## config.mk

```make
export PLATFORM = sky130hd
export DESIGN_NAME = double_ended_arena_allocator_core_flat
export DESIGN_NICKNAME = d
export VERILOG_FILES = /design/src/deaa_pkg.sv /design/src/deaa_req_if.sv /design/src/deaa_rsp_if.sv /design/src/double_ended_arena_allocator_core.sv /design/src/deaa_ram.sv /design/src/flat_wrapper.sv
export VERILOG_INCLUDE_DIRS = /design/src /design/src/src
export SDC_FILE = /design/constraint.sdc
export NUM_CORES = 2
export LEC_CHECK = 0
export BUFFER_PORTS_ARGS = -buffer_cell sky130_fd_sc_hd__buf_2
export CAP_MARGIN = 25
export CELL_PAD_IN_SITES_DETAIL_PLACEMENT = 0
export CELL_PAD_IN_SITES_GLOBAL_PLACEMENT = 1
export CORE_ASPECT_RATIO = 0.8
export CORE_MARGIN = 4
export CORE_UTILIZATION = 45
export DETAILED_ROUTE_END_ITERATION = 8
export GPL_TIMING_DRIVEN = 1
export HOLD_SLACK_MARGIN = 0.12
export PLACE_DENSITY = 0.65
export SLEW_MARGIN = 20
export SYNTH_ARGS = -nofsm -noshare
export SYNTH_HDL_FRONTEND = slang
export SYNTH_SLANG_ARGS = --single-unit
```

## constraint.sdc

```tcl
create_clock -name clock -period 8.32 [get_ports clock]
set_input_delay 0.832 -clock clock [delete_from_list [all_inputs] [get_ports clock]]
set_output_delay 0.832 -clock clock [all_outputs]
set_load 0.02 [all_outputs]
```

## src/double_ended_arena_allocator_core_defines.svh

```systemverilog
// ---------------------------------------------------------------------------
// Assertion macros for the double-ended arena allocator
// Implication checks on the core clock, disabled while reset is high.
// ---------------------------------------------------------------------------
`ifndef DOUBLE_ENDED_ARENA_ALLOCATOR_CORE_DEFINES_SVH
`define DOUBLE_ENDED_ARENA_ALLOCATOR_CORE_DEFINES_SVH

`ifndef NO_ASSERTIONS
// same-cycle implication
`define DEAA_ASSERT_NOW(label, clk, rst, ante, cons) \
   label: assert property (@(posedge clk) disable iff (rst) (ante) |-> (cons)) \
      else $error("deaa assertion failed");
// next-cycle implication
`define DEAA_ASSERT_NEXT(label, clk, rst, ante, cons) \
   label: assert property (@(posedge clk) disable iff (rst) (ante) |=> (cons)) \
      else $error("deaa assertion failed");
`else
`define DEAA_ASSERT_NOW(label, clk, rst, ante, cons)
`define DEAA_ASSERT_NEXT(label, clk, rst, ante, cons)
`endif

`endif

```

## src/deaa_pkg.sv

```systemverilog
// ---------------------------------------------------------------------------
// deaa_pkg
// Field widths, operation and status codes, engine states.
// ---------------------------------------------------------------------------
package deaa_pkg;

   localparam int FIELD_W  = 21;
   localparam int OPCODE_W = 3;
   localparam int STATUS_W = 3;

   // back blocks are aligned to 8 bytes
   localparam int ALIGN_MASK  = 7;
   localparam int ALIGN_SHIFT = 3;

   typedef enum logic [OPCODE_W-1:0] {
      OP_MARK        = 3'd0,
      OP_FRONT_ALLOC = 3'd1,
      OP_FRONT_RESET = 3'd2,
      OP_BACK_ALLOC  = 3'd3,
      OP_BACK_FREE   = 3'd4
   } opcode_type;

   typedef enum logic [STATUS_W-1:0] {
      STAT_OK         = 3'd0,
      STAT_NO_SPACE   = 3'd1,
      STAT_TABLE_FULL = 3'd2,
      STAT_BAD_RESET  = 3'd3,
      STAT_NOT_FOUND  = 3'd4
   } status_type;

   typedef enum logic [1:0] {
      ST_IDLE,
      ST_SCAN,
      ST_DONE
   } state_type;

endpackage

```

## src/deaa_req_if.sv

```systemverilog
// ---------------------------------------------------------------------------
// deaa_req_if
// Request channel: valid/ready handshake with opcode, size and address.
// ---------------------------------------------------------------------------
interface deaa_req_if;
   logic                          valid;
   logic                          ready;
   logic [deaa_pkg::OPCODE_W-1:0] opcode;
   logic [deaa_pkg::FIELD_W-1:0]  size;
   logic [deaa_pkg::FIELD_W-1:0]  address;

   modport source (output valid, output opcode, output size, output address, input ready);
   modport sink   (input valid, input opcode, input size, input address, output ready);
endinterface

```

## src/deaa_rsp_if.sv

```systemverilog
// ---------------------------------------------------------------------------
// deaa_rsp_if
// Response channel: valid/ready handshake with address, status and usage.
// ---------------------------------------------------------------------------
interface deaa_rsp_if;
   logic                          valid;
   logic                          ready;
   logic [deaa_pkg::FIELD_W-1:0]  result_address;
   logic [deaa_pkg::STATUS_W-1:0] status;
   logic [deaa_pkg::FIELD_W-1:0]  used_bytes;
   logic [deaa_pkg::FIELD_W-1:0]  peak_bytes;

   modport source (output valid, output result_address, output status,
                   output used_bytes, output peak_bytes, input ready);
   modport sink   (input valid, input result_address, input status,
                   input used_bytes, input peak_bytes, output ready);
endinterface

```

## src/double_ended_arena_allocator_core.sv

```systemverilog
// ---------------------------------------------------------------------------
// double_ended_arena_allocator_core
// Arena managed from both ends; back block depths kept in an on-chip table.
// ---------------------------------------------------------------------------
//
//  channel    dir  handshake          payload
//  req_chan   in   valid/ready        opcode, size, address
//  rsp_chan   out  valid/ready        result_address, status, used_bytes,
//                                     peak_bytes
//
//  Mark, front alloc, front reset and back alloc go from the input buffer
//  through the DONE state to the response register; back free also runs
//  the table scan, which reads one entry per cycle from the RAM.
//  Reset is synchronous; the depth table needs no clearing pass, since only
//  entries below back_count are ever read.
//  A one-item input buffer takes the next request while a response waits;
//  the engine holds its result while rsp_chan is stalled.
// ---------------------------------------------------------------------------
`include "double_ended_arena_allocator_core_defines.svh"

module double_ended_arena_allocator_core #(
   parameter int ARENA_BYTES     = 1048576,
   parameter int MAX_BACK_BLOCKS = 128
) (
   input  logic        clock,
   input  logic        reset,
   deaa_req_if.sink    req_chan,
   deaa_rsp_if.source  rsp_chan
);

   // level registers hold 0..ARENA_BYTES
   localparam int LEVEL_W = $clog2(ARENA_BYTES + 1);
   // sums of levels and 21-bit fields never overflow this width
   localparam int WIDE_W  = ((LEVEL_W > deaa_pkg::FIELD_W) ? LEVEL_W : deaa_pkg::FIELD_W) + 2;
   // table fill count holds 0..MAX_BACK_BLOCKS, table index one less
   localparam int CNT_W   = $clog2(MAX_BACK_BLOCKS + 1);
   localparam int ADDR_W  = (MAX_BACK_BLOCKS > 1) ? $clog2(MAX_BACK_BLOCKS) : 1;

   localparam logic [WIDE_W-1:0] ARENA_WIDE = WIDE_W'(ARENA_BYTES);
   localparam logic [WIDE_W-1:0] ALIGN_WIDE = WIDE_W'(deaa_pkg::ALIGN_MASK);
   localparam logic [CNT_W-1:0]  MAX_CNT    = CNT_W'(MAX_BACK_BLOCKS);

   // ---- input buffer -------------------------------------------------------
   logic                          buf_valid_ff, buf_valid_in;
   logic [deaa_pkg::OPCODE_W-1:0] buf_opcode_ff;
   logic [deaa_pkg::FIELD_W-1:0]  buf_size_ff;
   logic [deaa_pkg::FIELD_W-1:0]  buf_address_ff;
   logic                          req_take;

   // ---- allocator state ----------------------------------------------------
   deaa_pkg::state_type  state_ff, state_in;
   logic [LEVEL_W-1:0]   front_ff, front_in;
   logic [LEVEL_W-1:0]   back_ff, back_in;
   logic [LEVEL_W-1:0]   peak_ff, peak_in;
   logic [CNT_W-1:0]     count_ff, count_in;

   // ---- per-item result ----------------------------------------------------
   logic [deaa_pkg::FIELD_W-1:0] res_addr_ff, res_addr_in;
   deaa_pkg::status_type         status_ff, status_in;

   // ---- free scan ----------------------------------------------------------
   logic [CNT_W-1:0]   scan_idx_ff, scan_idx_in;
   logic               scan_pend_ff, scan_pend_in;
   logic [CNT_W-1:0]   kept_ff, kept_in;
   logic [LEVEL_W-1:0] largest_ff, largest_in;
   logic               found_ff, found_in;
   logic [LEVEL_W-1:0] depth_ff, depth_in;
   logic               match_en_ff, match_en_in;

   // ---- response register --------------------------------------------------
   logic                          rsp_valid_ff, rsp_valid_in;
   logic [deaa_pkg::FIELD_W-1:0]  rsp_addr_ff, rsp_addr_in;
   logic [deaa_pkg::STATUS_W-1:0] rsp_status_ff, rsp_status_in;
   logic [deaa_pkg::FIELD_W-1:0]  rsp_used_ff, rsp_used_in;
   logic [deaa_pkg::FIELD_W-1:0]  rsp_peak_ff, rsp_peak_in;
   logic                          out_free;

   // ---- table RAM ----------------------------------------------------------
   logic               ram_wr_en;
   logic [ADDR_W-1:0]  ram_wr_addr;
   logic [LEVEL_W-1:0] ram_wr_data;
   logic               ram_rd_en;
   logic [ADDR_W-1:0]  ram_rd_addr;
   logic [LEVEL_W-1:0] ram_rd_data;

   // ---- datapath temporaries -----------------------------------------------
   logic [WIDE_W-1:0] front_w, back_w, size_w, addr_w;
   logic [WIDE_W-1:0] rounded_w, front_need_w, back_need_w, back_new_w;
   logic [WIDE_W-1:0] reset_lim_w, depth_w, used_w, res_w;

   function automatic logic [deaa_pkg::FIELD_W-1:0] res_trunc(input logic [LEVEL_W-1:0] lvl);
      logic [WIDE_W-1:0] wide;
      wide      = WIDE_W'(lvl);
      res_trunc = wide[deaa_pkg::FIELD_W-1:0];
   endfunction

   deaa_ram #(
      .WIDTH (LEVEL_W),
      .DEPTH (MAX_BACK_BLOCKS)
   ) u_depth_ram (
      .clock   (clock),
      .wr_en   (ram_wr_en),
      .wr_addr (ram_wr_addr),
      .wr_data (ram_wr_data),
      .rd_en   (ram_rd_en),
      .rd_addr (ram_rd_addr),
      .rd_data (ram_rd_data)
   );

   assign req_chan.ready = !buf_valid_ff;
   assign out_free       = !rsp_valid_ff || rsp_chan.ready;

   assign rsp_chan.valid          = rsp_valid_ff;
   assign rsp_chan.result_address = rsp_addr_ff;
   assign rsp_chan.status         = rsp_status_ff;
   assign rsp_chan.used_bytes     = rsp_used_ff;
   assign rsp_chan.peak_bytes     = rsp_peak_ff;

   // shared datapath terms
   always_comb begin
      front_w      = WIDE_W'(front_ff);
      back_w       = WIDE_W'(back_ff);
      size_w       = WIDE_W'(buf_size_ff);
      addr_w       = WIDE_W'(buf_address_ff);
      // round up to the 8-byte grain
      rounded_w    = ((size_w + ALIGN_WIDE) >> deaa_pkg::ALIGN_SHIFT) << deaa_pkg::ALIGN_SHIFT;
      front_need_w = front_w + back_w + size_w;
      back_need_w  = front_w + back_w + rounded_w;
      back_new_w   = back_w + rounded_w;
      reset_lim_w  = ARENA_WIDE - back_w;
      depth_w      = ARENA_WIDE - addr_w;
      used_w       = front_w + back_w;
      res_w        = ARENA_WIDE - back_new_w;
   end

   // engine: next state and outputs
   always_comb begin
      state_in      = state_ff;
      front_in      = front_ff;
      back_in       = back_ff;
      peak_in       = peak_ff;
      count_in      = count_ff;
      res_addr_in   = res_addr_ff;
      status_in     = status_ff;
      scan_idx_in   = scan_idx_ff;
      scan_pend_in  = 1'b0;
      kept_in       = kept_ff;
      largest_in    = largest_ff;
      found_in      = found_ff;
      depth_in      = depth_ff;
      match_en_in   = match_en_ff;
      rsp_valid_in  = rsp_valid_ff && !rsp_chan.ready;
      rsp_addr_in   = rsp_addr_ff;
      rsp_status_in = rsp_status_ff;
      rsp_used_in   = rsp_used_ff;
      rsp_peak_in   = rsp_peak_ff;
      req_take      = 1'b0;
      ram_wr_en     = 1'b0;
      ram_wr_addr   = count_ff[ADDR_W-1:0];
      ram_wr_data   = back_new_w[LEVEL_W-1:0];
      ram_rd_en     = 1'b0;
      ram_rd_addr   = scan_idx_ff[ADDR_W-1:0];

      case (state_ff)
         deaa_pkg::ST_IDLE: begin
            if (buf_valid_ff) begin
               req_take  = 1'b1;
               state_in  = deaa_pkg::ST_DONE;
               status_in = deaa_pkg::STAT_OK;
               case (deaa_pkg::opcode_type'(buf_opcode_ff))
                  deaa_pkg::OP_FRONT_ALLOC: begin
                     if (front_need_w > ARENA_WIDE) begin
                        status_in   = deaa_pkg::STAT_NO_SPACE;
                        res_addr_in = '0;
                     end else begin
                        res_addr_in = front_w[deaa_pkg::FIELD_W-1:0];
                        front_in    = front_ff + LEVEL_W'(buf_size_ff);
                     end
                  end
                  deaa_pkg::OP_FRONT_RESET: begin
                     if (addr_w > reset_lim_w) begin
                        status_in   = deaa_pkg::STAT_BAD_RESET;
                        res_addr_in = front_w[deaa_pkg::FIELD_W-1:0];
                     end else begin
                        front_in    = addr_w[LEVEL_W-1:0];
                        res_addr_in = buf_address_ff;
                     end
                  end
                  deaa_pkg::OP_BACK_ALLOC: begin
                     res_addr_in = '0;
                     // table full is checked ahead of space
                     if (count_ff >= MAX_CNT) begin
                        status_in = deaa_pkg::STAT_TABLE_FULL;
                     end else if (back_need_w > ARENA_WIDE) begin
                        status_in = deaa_pkg::STAT_NO_SPACE;
                     end else begin
                        back_in     = back_new_w[LEVEL_W-1:0];
                        count_in    = count_ff + CNT_W'(1);
                        ram_wr_en   = 1'b1;
                        res_addr_in = res_w[deaa_pkg::FIELD_W-1:0];
                     end
                  end
                  deaa_pkg::OP_BACK_FREE: begin
                     res_addr_in = buf_address_ff;
                     // an address past the arena end matches nothing
                     match_en_in = addr_w <= ARENA_WIDE;
                     depth_in    = depth_w[LEVEL_W-1:0];
                     scan_idx_in = '0;
                     kept_in     = '0;
                     largest_in  = '0;
                     found_in    = 1'b0;
                     state_in    = deaa_pkg::ST_SCAN;
                  end
                  default: begin
                     // mark, and unused codes behave as mark
                     res_addr_in = front_w[deaa_pkg::FIELD_W-1:0];
                  end
               endcase
            end
         end

         deaa_pkg::ST_SCAN: begin
            // issue the next read while compacting the entry that arrived
            if (scan_idx_ff < count_ff) begin
               ram_rd_en    = 1'b1;
               scan_idx_in  = scan_idx_ff + CNT_W'(1);
               scan_pend_in = 1'b1;
            end
            if (scan_pend_ff) begin
               if (match_en_ff && (ram_rd_data == depth_ff)) begin
                  found_in = 1'b1;
               end else begin
                  ram_wr_en   = 1'b1;
                  ram_wr_addr = kept_ff[ADDR_W-1:0];
                  ram_wr_data = ram_rd_data;
                  kept_in     = kept_ff + CNT_W'(1);
                  if (ram_rd_data > largest_ff) begin
                     largest_in = ram_rd_data;
                  end
               end
            end
            if (!(scan_idx_ff < count_ff) && !scan_pend_ff) begin
               count_in  = kept_ff;
               back_in   = largest_ff;
               status_in = found_ff ? deaa_pkg::STAT_OK : deaa_pkg::STAT_NOT_FOUND;
               state_in  = deaa_pkg::ST_DONE;
            end
         end

         deaa_pkg::ST_DONE: begin
            if (out_free) begin
               if (used_w[LEVEL_W-1:0] > peak_ff) begin
                  peak_in = used_w[LEVEL_W-1:0];
               end
               rsp_valid_in  = 1'b1;
               rsp_addr_in   = res_addr_ff;
               rsp_status_in = status_ff;
               rsp_used_in   = used_w[deaa_pkg::FIELD_W-1:0];
               rsp_peak_in   = res_trunc(peak_in);
               state_in      = deaa_pkg::ST_IDLE;
            end
         end

         default: begin
            state_in = deaa_pkg::ST_IDLE;
         end
      endcase

      if (!buf_valid_ff) begin
         buf_valid_in = req_chan.valid;
      end else begin
         buf_valid_in = !req_take;
      end
   end

   // state register
   always_ff @(posedge clock) begin
      if (reset) begin
         state_ff     <= deaa_pkg::ST_IDLE;
         buf_valid_ff <= 1'b0;
         rsp_valid_ff <= 1'b0;
         front_ff     <= '0;
         back_ff      <= '0;
         peak_ff      <= '0;
         count_ff     <= '0;
         scan_pend_ff <= 1'b0;
      end else begin
         state_ff     <= state_in;
         buf_valid_ff <= buf_valid_in;
         rsp_valid_ff <= rsp_valid_in;
         front_ff     <= front_in;
         back_ff      <= back_in;
         peak_ff      <= peak_in;
         count_ff     <= count_in;
         scan_pend_ff <= scan_pend_in;
      end
   end

   // payload registers
   always_ff @(posedge clock) begin
      if (req_chan.valid && req_chan.ready) begin
         buf_opcode_ff  <= req_chan.opcode;
         buf_size_ff    <= req_chan.size;
         buf_address_ff <= req_chan.address;
      end
      res_addr_ff   <= res_addr_in;
      status_ff     <= status_in;
      scan_idx_ff   <= scan_idx_in;
      kept_ff       <= kept_in;
      largest_ff    <= largest_in;
      found_ff      <= found_in;
      depth_ff      <= depth_in;
      match_en_ff   <= match_en_in;
      rsp_addr_ff   <= rsp_addr_in;
      rsp_status_ff <= rsp_status_in;
      rsp_used_ff   <= rsp_used_in;
      rsp_peak_ff   <= rsp_peak_in;
   end

   // both regions together never exceed the arena
   `DEAA_ASSERT_NOW(a_no_overlap, clock, reset, 1'b1, used_w <= ARENA_WIDE)
   // peak never falls below current usage once a response has gone out
   `DEAA_ASSERT_NOW(a_peak_covers, clock, reset, state_ff == deaa_pkg::ST_IDLE,
                    used_w[LEVEL_W-1:0] <= peak_ff)
   // table fill stays within its depth
   `DEAA_ASSERT_NOW(a_count_bound, clock, reset, 1'b1, count_ff <= MAX_CNT)
   // compaction writes always land below the entry being read
   `DEAA_ASSERT_NOW(a_compact_order, clock, reset,
                    (state_ff == deaa_pkg::ST_SCAN) && ram_wr_en, kept_ff < scan_idx_ff)
   // a free never grows the table
   `DEAA_ASSERT_NEXT(a_free_shrinks, clock, reset, state_ff == deaa_pkg::ST_SCAN,
                     count_ff <= $past(count_ff))

endmodule

```

## src/deaa_ram.sv

```systemverilog
// ---------------------------------------------------------------------------
// deaa_ram
// Generic simple dual-port RAM, one write and one registered read port.
// ---------------------------------------------------------------------------
module deaa_ram #(
   parameter int WIDTH = 21,
   parameter int DEPTH = 128
) (
   input  logic                                      clock,
   input  logic                                      wr_en,
   input  logic [((DEPTH > 1) ? $clog2(DEPTH) : 1)-1:0] wr_addr,
   input  logic [WIDTH-1:0]                          wr_data,
   input  logic                                      rd_en,
   input  logic [((DEPTH > 1) ? $clog2(DEPTH) : 1)-1:0] rd_addr,
   output logic [WIDTH-1:0]                          rd_data
);

   logic [WIDTH-1:0] mem_ff [DEPTH];
   logic [WIDTH-1:0] rd_data_ff;

   always_ff @(posedge clock) begin
      if (wr_en) begin
         mem_ff[wr_addr] <= wr_data;
      end
      if (rd_en) begin
         rd_data_ff <= mem_ff[rd_addr];
      end
   end

   assign rd_data = rd_data_ff;

endmodule
```

## src/flat_wrapper.sv

```systemverilog
// flat-port wrapper written by rule: the top's interface ports become plain ports
module double_ended_arena_allocator_core_flat 
#(
   parameter int ARENA_BYTES     = 1048576,
   parameter int MAX_BACK_BLOCKS = 128
)
  (clock, reset, req_chan_valid, req_chan_opcode, req_chan_size, req_chan_address, req_chan_ready, rsp_chan_valid, rsp_chan_result_address, rsp_chan_status, rsp_chan_used_bytes, rsp_chan_peak_bytes, rsp_chan_ready);
  deaa_req_if req_chan_i ();
  deaa_rsp_if rsp_chan_i ();
  input  logic clock;
  input  logic reset;
  input wire logic [$bits(req_chan_i.valid)-1:0] req_chan_valid;
  input wire logic [$bits(req_chan_i.opcode)-1:0] req_chan_opcode;
  input wire logic [$bits(req_chan_i.size)-1:0] req_chan_size;
  input wire logic [$bits(req_chan_i.address)-1:0] req_chan_address;
  output wire logic [$bits(req_chan_i.ready)-1:0] req_chan_ready;
  output wire logic [$bits(rsp_chan_i.valid)-1:0] rsp_chan_valid;
  output wire logic [$bits(rsp_chan_i.result_address)-1:0] rsp_chan_result_address;
  output wire logic [$bits(rsp_chan_i.status)-1:0] rsp_chan_status;
  output wire logic [$bits(rsp_chan_i.used_bytes)-1:0] rsp_chan_used_bytes;
  output wire logic [$bits(rsp_chan_i.peak_bytes)-1:0] rsp_chan_peak_bytes;
  input wire logic [$bits(rsp_chan_i.ready)-1:0] rsp_chan_ready;
  assign req_chan_i.valid = req_chan_valid;
  assign req_chan_i.opcode = req_chan_opcode;
  assign req_chan_i.size = req_chan_size;
  assign req_chan_i.address = req_chan_address;
  assign req_chan_ready = req_chan_i.ready;
  assign rsp_chan_valid = rsp_chan_i.valid;
  assign rsp_chan_result_address = rsp_chan_i.result_address;
  assign rsp_chan_status = rsp_chan_i.status;
  assign rsp_chan_used_bytes = rsp_chan_i.used_bytes;
  assign rsp_chan_peak_bytes = rsp_chan_i.peak_bytes;
  assign rsp_chan_i.ready = rsp_chan_ready;
  double_ended_arena_allocator_core #(.ARENA_BYTES(ARENA_BYTES), .MAX_BACK_BLOCKS(MAX_BACK_BLOCKS)) u_core (.clock(clock), .reset(reset), .req_chan(req_chan_i), .rsp_chan(rsp_chan_i));
endmodule
```

# == Word level (Yosys, flattened, before mapping) ==
# Memories as Yosys holds them, arrays and structs flattened. A register that Yosys moved wholly into a read port is not among the register bits.
# Cells that the tools add are included.
# word_totals
output_inout_bits,68
input_bits,49
ff_bits,271
mem_count,1
elab_cells,163
mem_bits_rw,2688
# mem_list
name,depth,word_bits,rd,rd_clocked_by_memory_dff,write_ports,line,rtl
u_core.u_depth_ram.mem_ff,128,21,1,1,1,deaa_ram.sv:18,logic [WIDTH-1:0] mem_ff [DEPTH];
# op_classes
n_eq_ne,20
magnitude_cmp,8
mux,74
n_reduce_logical,25
add_sub_neg,12
# ops
operator,n
$mux W21,19
$pmux W21 S2,3
$pmux W21 S4,1
$mux W8,10
$pmux W8 S2,3
$gt A23 B21 Y1 const B,2
$add A21 B21 Y21,2
$gt A21 B21 Y1,2
$sub A21 B21 Y21 const A,2
$add A8 B1 Y8 const B,3
$add A22 B22 Y23,1
$add A23 B21 Y23,1
$gt A21 B23 Y1,1
$add A21 B21 Y22,1
$add A21 B3 Y22 const B,1
$sub A21 B21 Y22 const A,1
$eq A21 B21 Y1,1
$le A21 B21 Y1 const B,1
$mux W1,21
$mux W7,3
$ne A2 B1 Y1 const B,7
$mux W3,4
$ne A2 B2 Y1 const B,6
$reduce_and A6 Y1,2
other kinds (21),41

# == Depth between registers and ports, before layout ==
# logic_depth
word_depth,10
mapped_depth,27
depth_no_buf,25

# == Modules after synthesis ==
# Synthesis repeated with hierarchy kept, for this count alone.
# hier_totals
hier_cells,6089
area_unflattened_um2,123148.1
# by_module_without_submodules
module,cells_per_inst,seq_area_each_um2,instances,area_each_um2
deaa_ram,3995,81348.0,1,103091.4
double_ended_arena_allocator_core,2094,7377.1,1,20056.7

# == Worst setup path before layout ==
# OpenSTA, ideal clock, no wires.
# synth_path
kind,flip-flop to flip-flop
start,reg u_core.buf_size_ff[1] (netlist bit)
end,"mem u_core.u_depth_ram.mem_ff[0][14], data pin"
stages_incl_launch_ff,14
t_arrival_ns,8.047
slack_ns,-0.924
setup_time_ns,1.197
required_time_ns,7.123
synth_period_minus_slack_ns,9.244
path_buffers,0
path_cell_list,edfxtp_1 > nor3_1 > nand2b_1 > xnor2_1 > ha_1 > a21o_1 > a21oi_1 > o21bai_1 > a2111oi_0 > nor2_1 > a211o_1 > a21oi_1 > xor2_1 > o21ai_0
# synth_between
elab_chain_cells,5
# synth_rtl
element,line,rtl
"start, declared",double_ended_arena_allocator_core.sv:46,logic [deaa_pkg::FIELD_W-1:0] buf_size_ff;
"start signal, assigned",double_ended_arena_allocator_core.sv:303,buf_size_ff <= req_chan.size;
$add A21 B3 Y22 *,double_ended_arena_allocator_core.sv:126,rounded_w = ((size_w + ALIGN_WIDE) >> deaa_pkg::ALIGN_SHIFT) << deaa_pkg::ALIGN_SHIFT;
$add A21 B21 Y21 *,double_ended_arena_allocator_core.sv:129,back_new_w = back_w + rounded_w;
$mux W21,double_ended_arena_allocator_core.sv:230,if (match_en_ff && (ram_rd_data == depth_ff)) begin
$mux W21,double_ended_arena_allocator_core.sv:229,if (scan_pend_ff) begin
$mux W21 *,double_ended_arena_allocator_core.sv:164,case (state_ff)
named net u_core.ram_wr_data[14],double_ended_arena_allocator_core.sv:81,logic [LEVEL_W-1:0] ram_wr_data;
"end, declared",deaa_ram.sv:18,
# Mark *: on every way through the listed nets, which the timed path passes. The rest lies on a longest branch.

# == Worst setup path after layout ==
# layout_path
start,reg u_core.front_ff[0]
end,mem u_core.u_depth_ram.mem_ff[27][3] (enable)
# layout_between
elab_chain_cells,10
# layout_rtl
element,line,rtl
"start, declared",double_ended_arena_allocator_core.sv:52,"logic [LEVEL_W-1:0] front_ff, front_in;"
"start signal, assigned",double_ended_arena_allocator_core.sv:291,front_ff <= front_in;
$add A21 B21 Y22,double_ended_arena_allocator_core.sv:128,back_need_w = front_w + back_w + rounded_w;
named net u_core.used_w[8],double_ended_arena_allocator_core.sv:89,"logic [WIDE_W-1:0] reset_lim_w, depth_w, used_w, res_w;"
$add A22 B22 Y23,double_ended_arena_allocator_core.sv:128,
$gt A23 B21 Y1,double_ended_arena_allocator_core.sv:194,end else if (back_need_w > ARENA_WIDE) begin
$mux W1,double_ended_arena_allocator_core.sv:194,
$mux W1,double_ended_arena_allocator_core.sv:192,if (count_ff >= MAX_CNT) begin
$mux W1,double_ended_arena_allocator_core.sv:170,case (deaa_pkg::opcode_type'(buf_opcode_ff))
$mux W1,double_ended_arena_allocator_core.sv:166,if (buf_valid_ff) begin
$pmux W1 S2,double_ended_arena_allocator_core.sv:164,
$mux W1,deaa_ram.sv:22,if (wr_en) begin
$mux W1 (implied by the code),deaa_ram.sv:23,mem_ff[wr_addr] <= wr_data;
# The timed path passes the listed nets, and every way through them passes these cells.

==> run metrics <==
TritonCTS Buffers=300; initial antenna violation count=30; later-pin clock latency in the skew report=0.89 ns; first-pass GRT wire length=469 mm; Max Fclk=130 MHz; Post-Syn Area=122000 um2; worst r2r path cells=25; area leader, netlist=edfxtp_1; Total GRT Usage=23.6%; RSZ-0062 raised after global routing=false; area added between synthesis and finish=14.3%; wirelength, routed=334 mm; cells after synthesis=6024; layout cell share with drive strength beyond 1=28.8%; Vias=62700; power per cell area=232 nW/um2; NumNets Final=6697; TNS Setup=0 ns; hold_sp=req_chan_valid; Max clock buf depth=4; Slowest cell on crit path=nor3_2; DR pass1 iterations=6; hold crit path type=primary input to flop; final worst setup slack=0.625 ns; endpoints failing hold=0; adder-cell share of the synthesized area=1.83%; Clock Skew=0.0669 ns; placer congestion estimate=0.885; most common cell after layout, fill and taps aside=edfxtp_1; Seq/Total Area, Yosys=72.5%; largest family of logic cells by synthesized area=multiplexers; most frequent cells in the layout=edfxtp_1, mux4_2, clkbuf_16, buf_4, ha_1; post-synthesis area per instance=20.3 um2; worst hold stages=3; I/O Pins=117; Tmin final=7.70 ns; Port Buffer Count=116; CP top delay family=compound AO/OA/AOI/OAI gates; ranking of synthesized cells by area=edfxtp_1, mux4_2, ha_1; synthesized net count=6247; Power, Total=0.0325 W; CTS tree=yes; die area=281000 um2; pre-CTS setup slack=0.779 ns; RR Startpoint=u_core.front_ff[0]; dominant synthesized flop cell=edfxtp_1; Hold Slack=0.271 ns; Initial Util=45.2%; Reg-to-Reg End=u_core.u_depth_ram.mem_ff[27][3]; # DRC=0; vias in the first global route=60700; Area after DPL=130000 um2; CP Class=flop to flop; fin area=140000 um2; crit path buf inv count=3; Post-Synth XOR/XNOR Area=1.32%; Slew Limit Headroom=25.7%; DR iter-0 viols=7858; share of the synthesized area in the top cell type=71.2%; grt total ovfl=0; Worst Hold End=u_core.buf_valid_ff; status=complete, no violations; Die Height=475 um; Via density=6.06; clock sink count=2980; max cap viols=0; CP Depth=25; Synth Register Bits=2980; WP data required=8.89 ns; fin. max-slew vios=0; leakage=45.2 nW; # rows=171; CP Data Arrival Time=8.26 ns; synth unique cells=101; dpl hpwl=209 mm; startpoint types=flop; Slew @ Worst Pin=1.11 ns; Synth Area in Compound Gates=3.02%; CTS Root Cell=clkbuf_16; Antenna Nets Post-Route=0; Yosys warnings=0; VDD IR max=0.000221 V; Final Cycle Share=92.5%; largest net degree at the start of global routing=135; CTS HTree Levels=5; die width=591 um; Core Region=271000 um2; Clock Pin Slew Worst Setup and Hold Paths=0.07 ns; Post-synth EDFFs=2904; CP Capture Type=flop; Final setup viols=0; Worst path most repeated cell=a21oi_1; wire per inst=32.3 um; worst reg2reg setup slack=0.62 ns; Largest stage delay, worst path=0.71 ns; crit-path max FO=31; post-synthesis mux area share=17.0%; Post-Synth Simple-Gate Area=2.97%; Async S/R FF share, synth=0%
[cell type report]
| type | instances | area, um2 |
|---|---|---|
| Clock buffer | 366 | 8010 |
| Inverter | 115 | 432 |
| Multi-Input combinational cell | 2623 | 32900 |
| Sequential cell | 2980 | 88700 |
| Clock inverter | 162 | 1660 |
| Fill cell | 21300 | 131000 |
| Antenna cell | 4 | 10.0 |
| Tap cell | 3633 | 4550 |
| Timing Repair Buffer | 454 | 3700 |
[cell usage after synthesis, types with 6 or more instances]
cell type	instances
ha_1	169
xnor2_1	109
buf_2	11
o311ai_1	8
or4_1	10
nor3_2	8
edfxtp_1	2904
o21a_1	18
o21bai_1	13
nand4_1	32
nor4_1	11
mux4_2	874
a21oi_1	158
o21ai_0	79
o22ai_1	13
nor2_1	163
and2_1	25
nor2b_1	23
nand3b_1	10
o22a_1	10
and3_1	15
a211oi_1	50
nand3_1	35
o21ai_1	21
xor2_1	71
nor3b_1	6
inv_1	112
nor3_1	190
a221oi_1	9
mux2_2	40
nand2_1	148
o31ai_1	19
or3_1	7
a31oi_1	14
buf_1	83
a211o_1	8
buf_6	14
clkbuf_1	195
mux2i_1	67
nand2b_1	27
dfxtp_1	76
a21o_1	60
[sequential cells by signal (all words and copies together), names as in the netlist, 3 cells and up]
register	flops
u_core.res_addr_ff	21
u_core.status_ff	3
u_core.buf_address_ff	21
u_core.rsp_chan.result_address	21
u_core.u_depth_ram.rd_data	21
u_core.kept_ff	8
u_core.back_ff	21
u_core.depth_ff	21
u_core.count_ff	8
u_core.peak_ff	21
u_core.front_ff	21
u_core.buf_opcode_ff	3
u_core.u_depth_ram.mem_ff	2688
u_core.largest_ff	21
u_core.rsp_chan.status	3
u_core.rsp_chan.used_bytes	21
u_core.rsp_chan.peak_bytes	21
u_core.buf_size_ff	21
u_core.scan_idx_ff	8
[through the flow]
step	instances	util (%)
after global routing	10300	51.6
final	10300	51.6
after global placement	9752	47.8
after CTS	10300	51.6
after floorplan	6024	-
after detailed placement	9754	47.9
[worst max-delay path by stage]
stage                                              endpoint  slack (ns)                from
after floorplan             u_core.u_depth_ram.mem_ff[0][0]       0.005  u_core.state_ff[0]
after global placement    u_core.u_depth_ram.mem_ff[27][13]        0.80  u_core.front_ff[0]
after detailed placement   u_core.u_depth_ram.mem_ff[27][1]        0.78  u_core.front_ff[0]
after CTS                 u_core.u_depth_ram.mem_ff[27][19]        0.74  u_core.front_ff[0]
after global routing       u_core.u_depth_ram.mem_ff[27][2]        0.16  u_core.front_ff[0]
final                      u_core.u_depth_ram.mem_ff[27][3]        0.62  u_core.front_ff[0]
[kinds of logic (layout without fill, tap and decap cells)]
family | after synthesis | after routing
DFF | 2980 | 2980
muxes | 981 | 981
other | 0 | 4
xor gates and xnor gates | 182 | 182
adders and majority gates | 177 | 177
AOI/OAI and AO/OA | 551 | 551
buffers and inverters | 421 | 1097
and+or+nand+nor | 732 | 732
[power by group]
part | switching, W | internal, W
sequential | 0.0000836 | 0.0169
clock | 0.00567 | 0.00780
combinational | 0.00151 | 0.000587
[worst register-to-register path: stages (launching register included)]
cell	delay, ns
dfxtp_1	0.47
ha_1	0.25
inv_1	0.06
fa_1	0.39
nand2b_1	0.18
a21oi_1	0.26
a211oi_1	0.14
o21bai_1	0.15
a21oi_1	0.10
xnor2_1	0.35
ha_1	0.36
o41ai_1	0.39
a21oi_1	0.13
a2111oi_0	0.68
o31a_1	0.33
or4_1	0.14
nor3_1	0.05
a211oi_2	0.34
nand3_1	0.15
a211oi_2	0.34
o21ai_2	0.18
a21oi_4	0.42
a32oi_4	0.19
buf_12	0.27
nor3_2	0.76
buf_4	0.31
[layer usage]
metal	track usage [%]	part of all wire (%)	vias to the layer above	wire (um)
met5	0	0	-	0
met4	5.21	2.3	0	7720
met3	4.90	9.0	418	29900
met2	35.2	45	2736	152000
met1	35.9	43	33500	145000
li1	-	-	26000	-
[timing repair]
item	CTS	global route
gates resized for setup	0	0
endpoints found under the hold margin	45	0
buffers inserted	0	0
hold buffers	45	0
(Power assumes the default switching activity.)
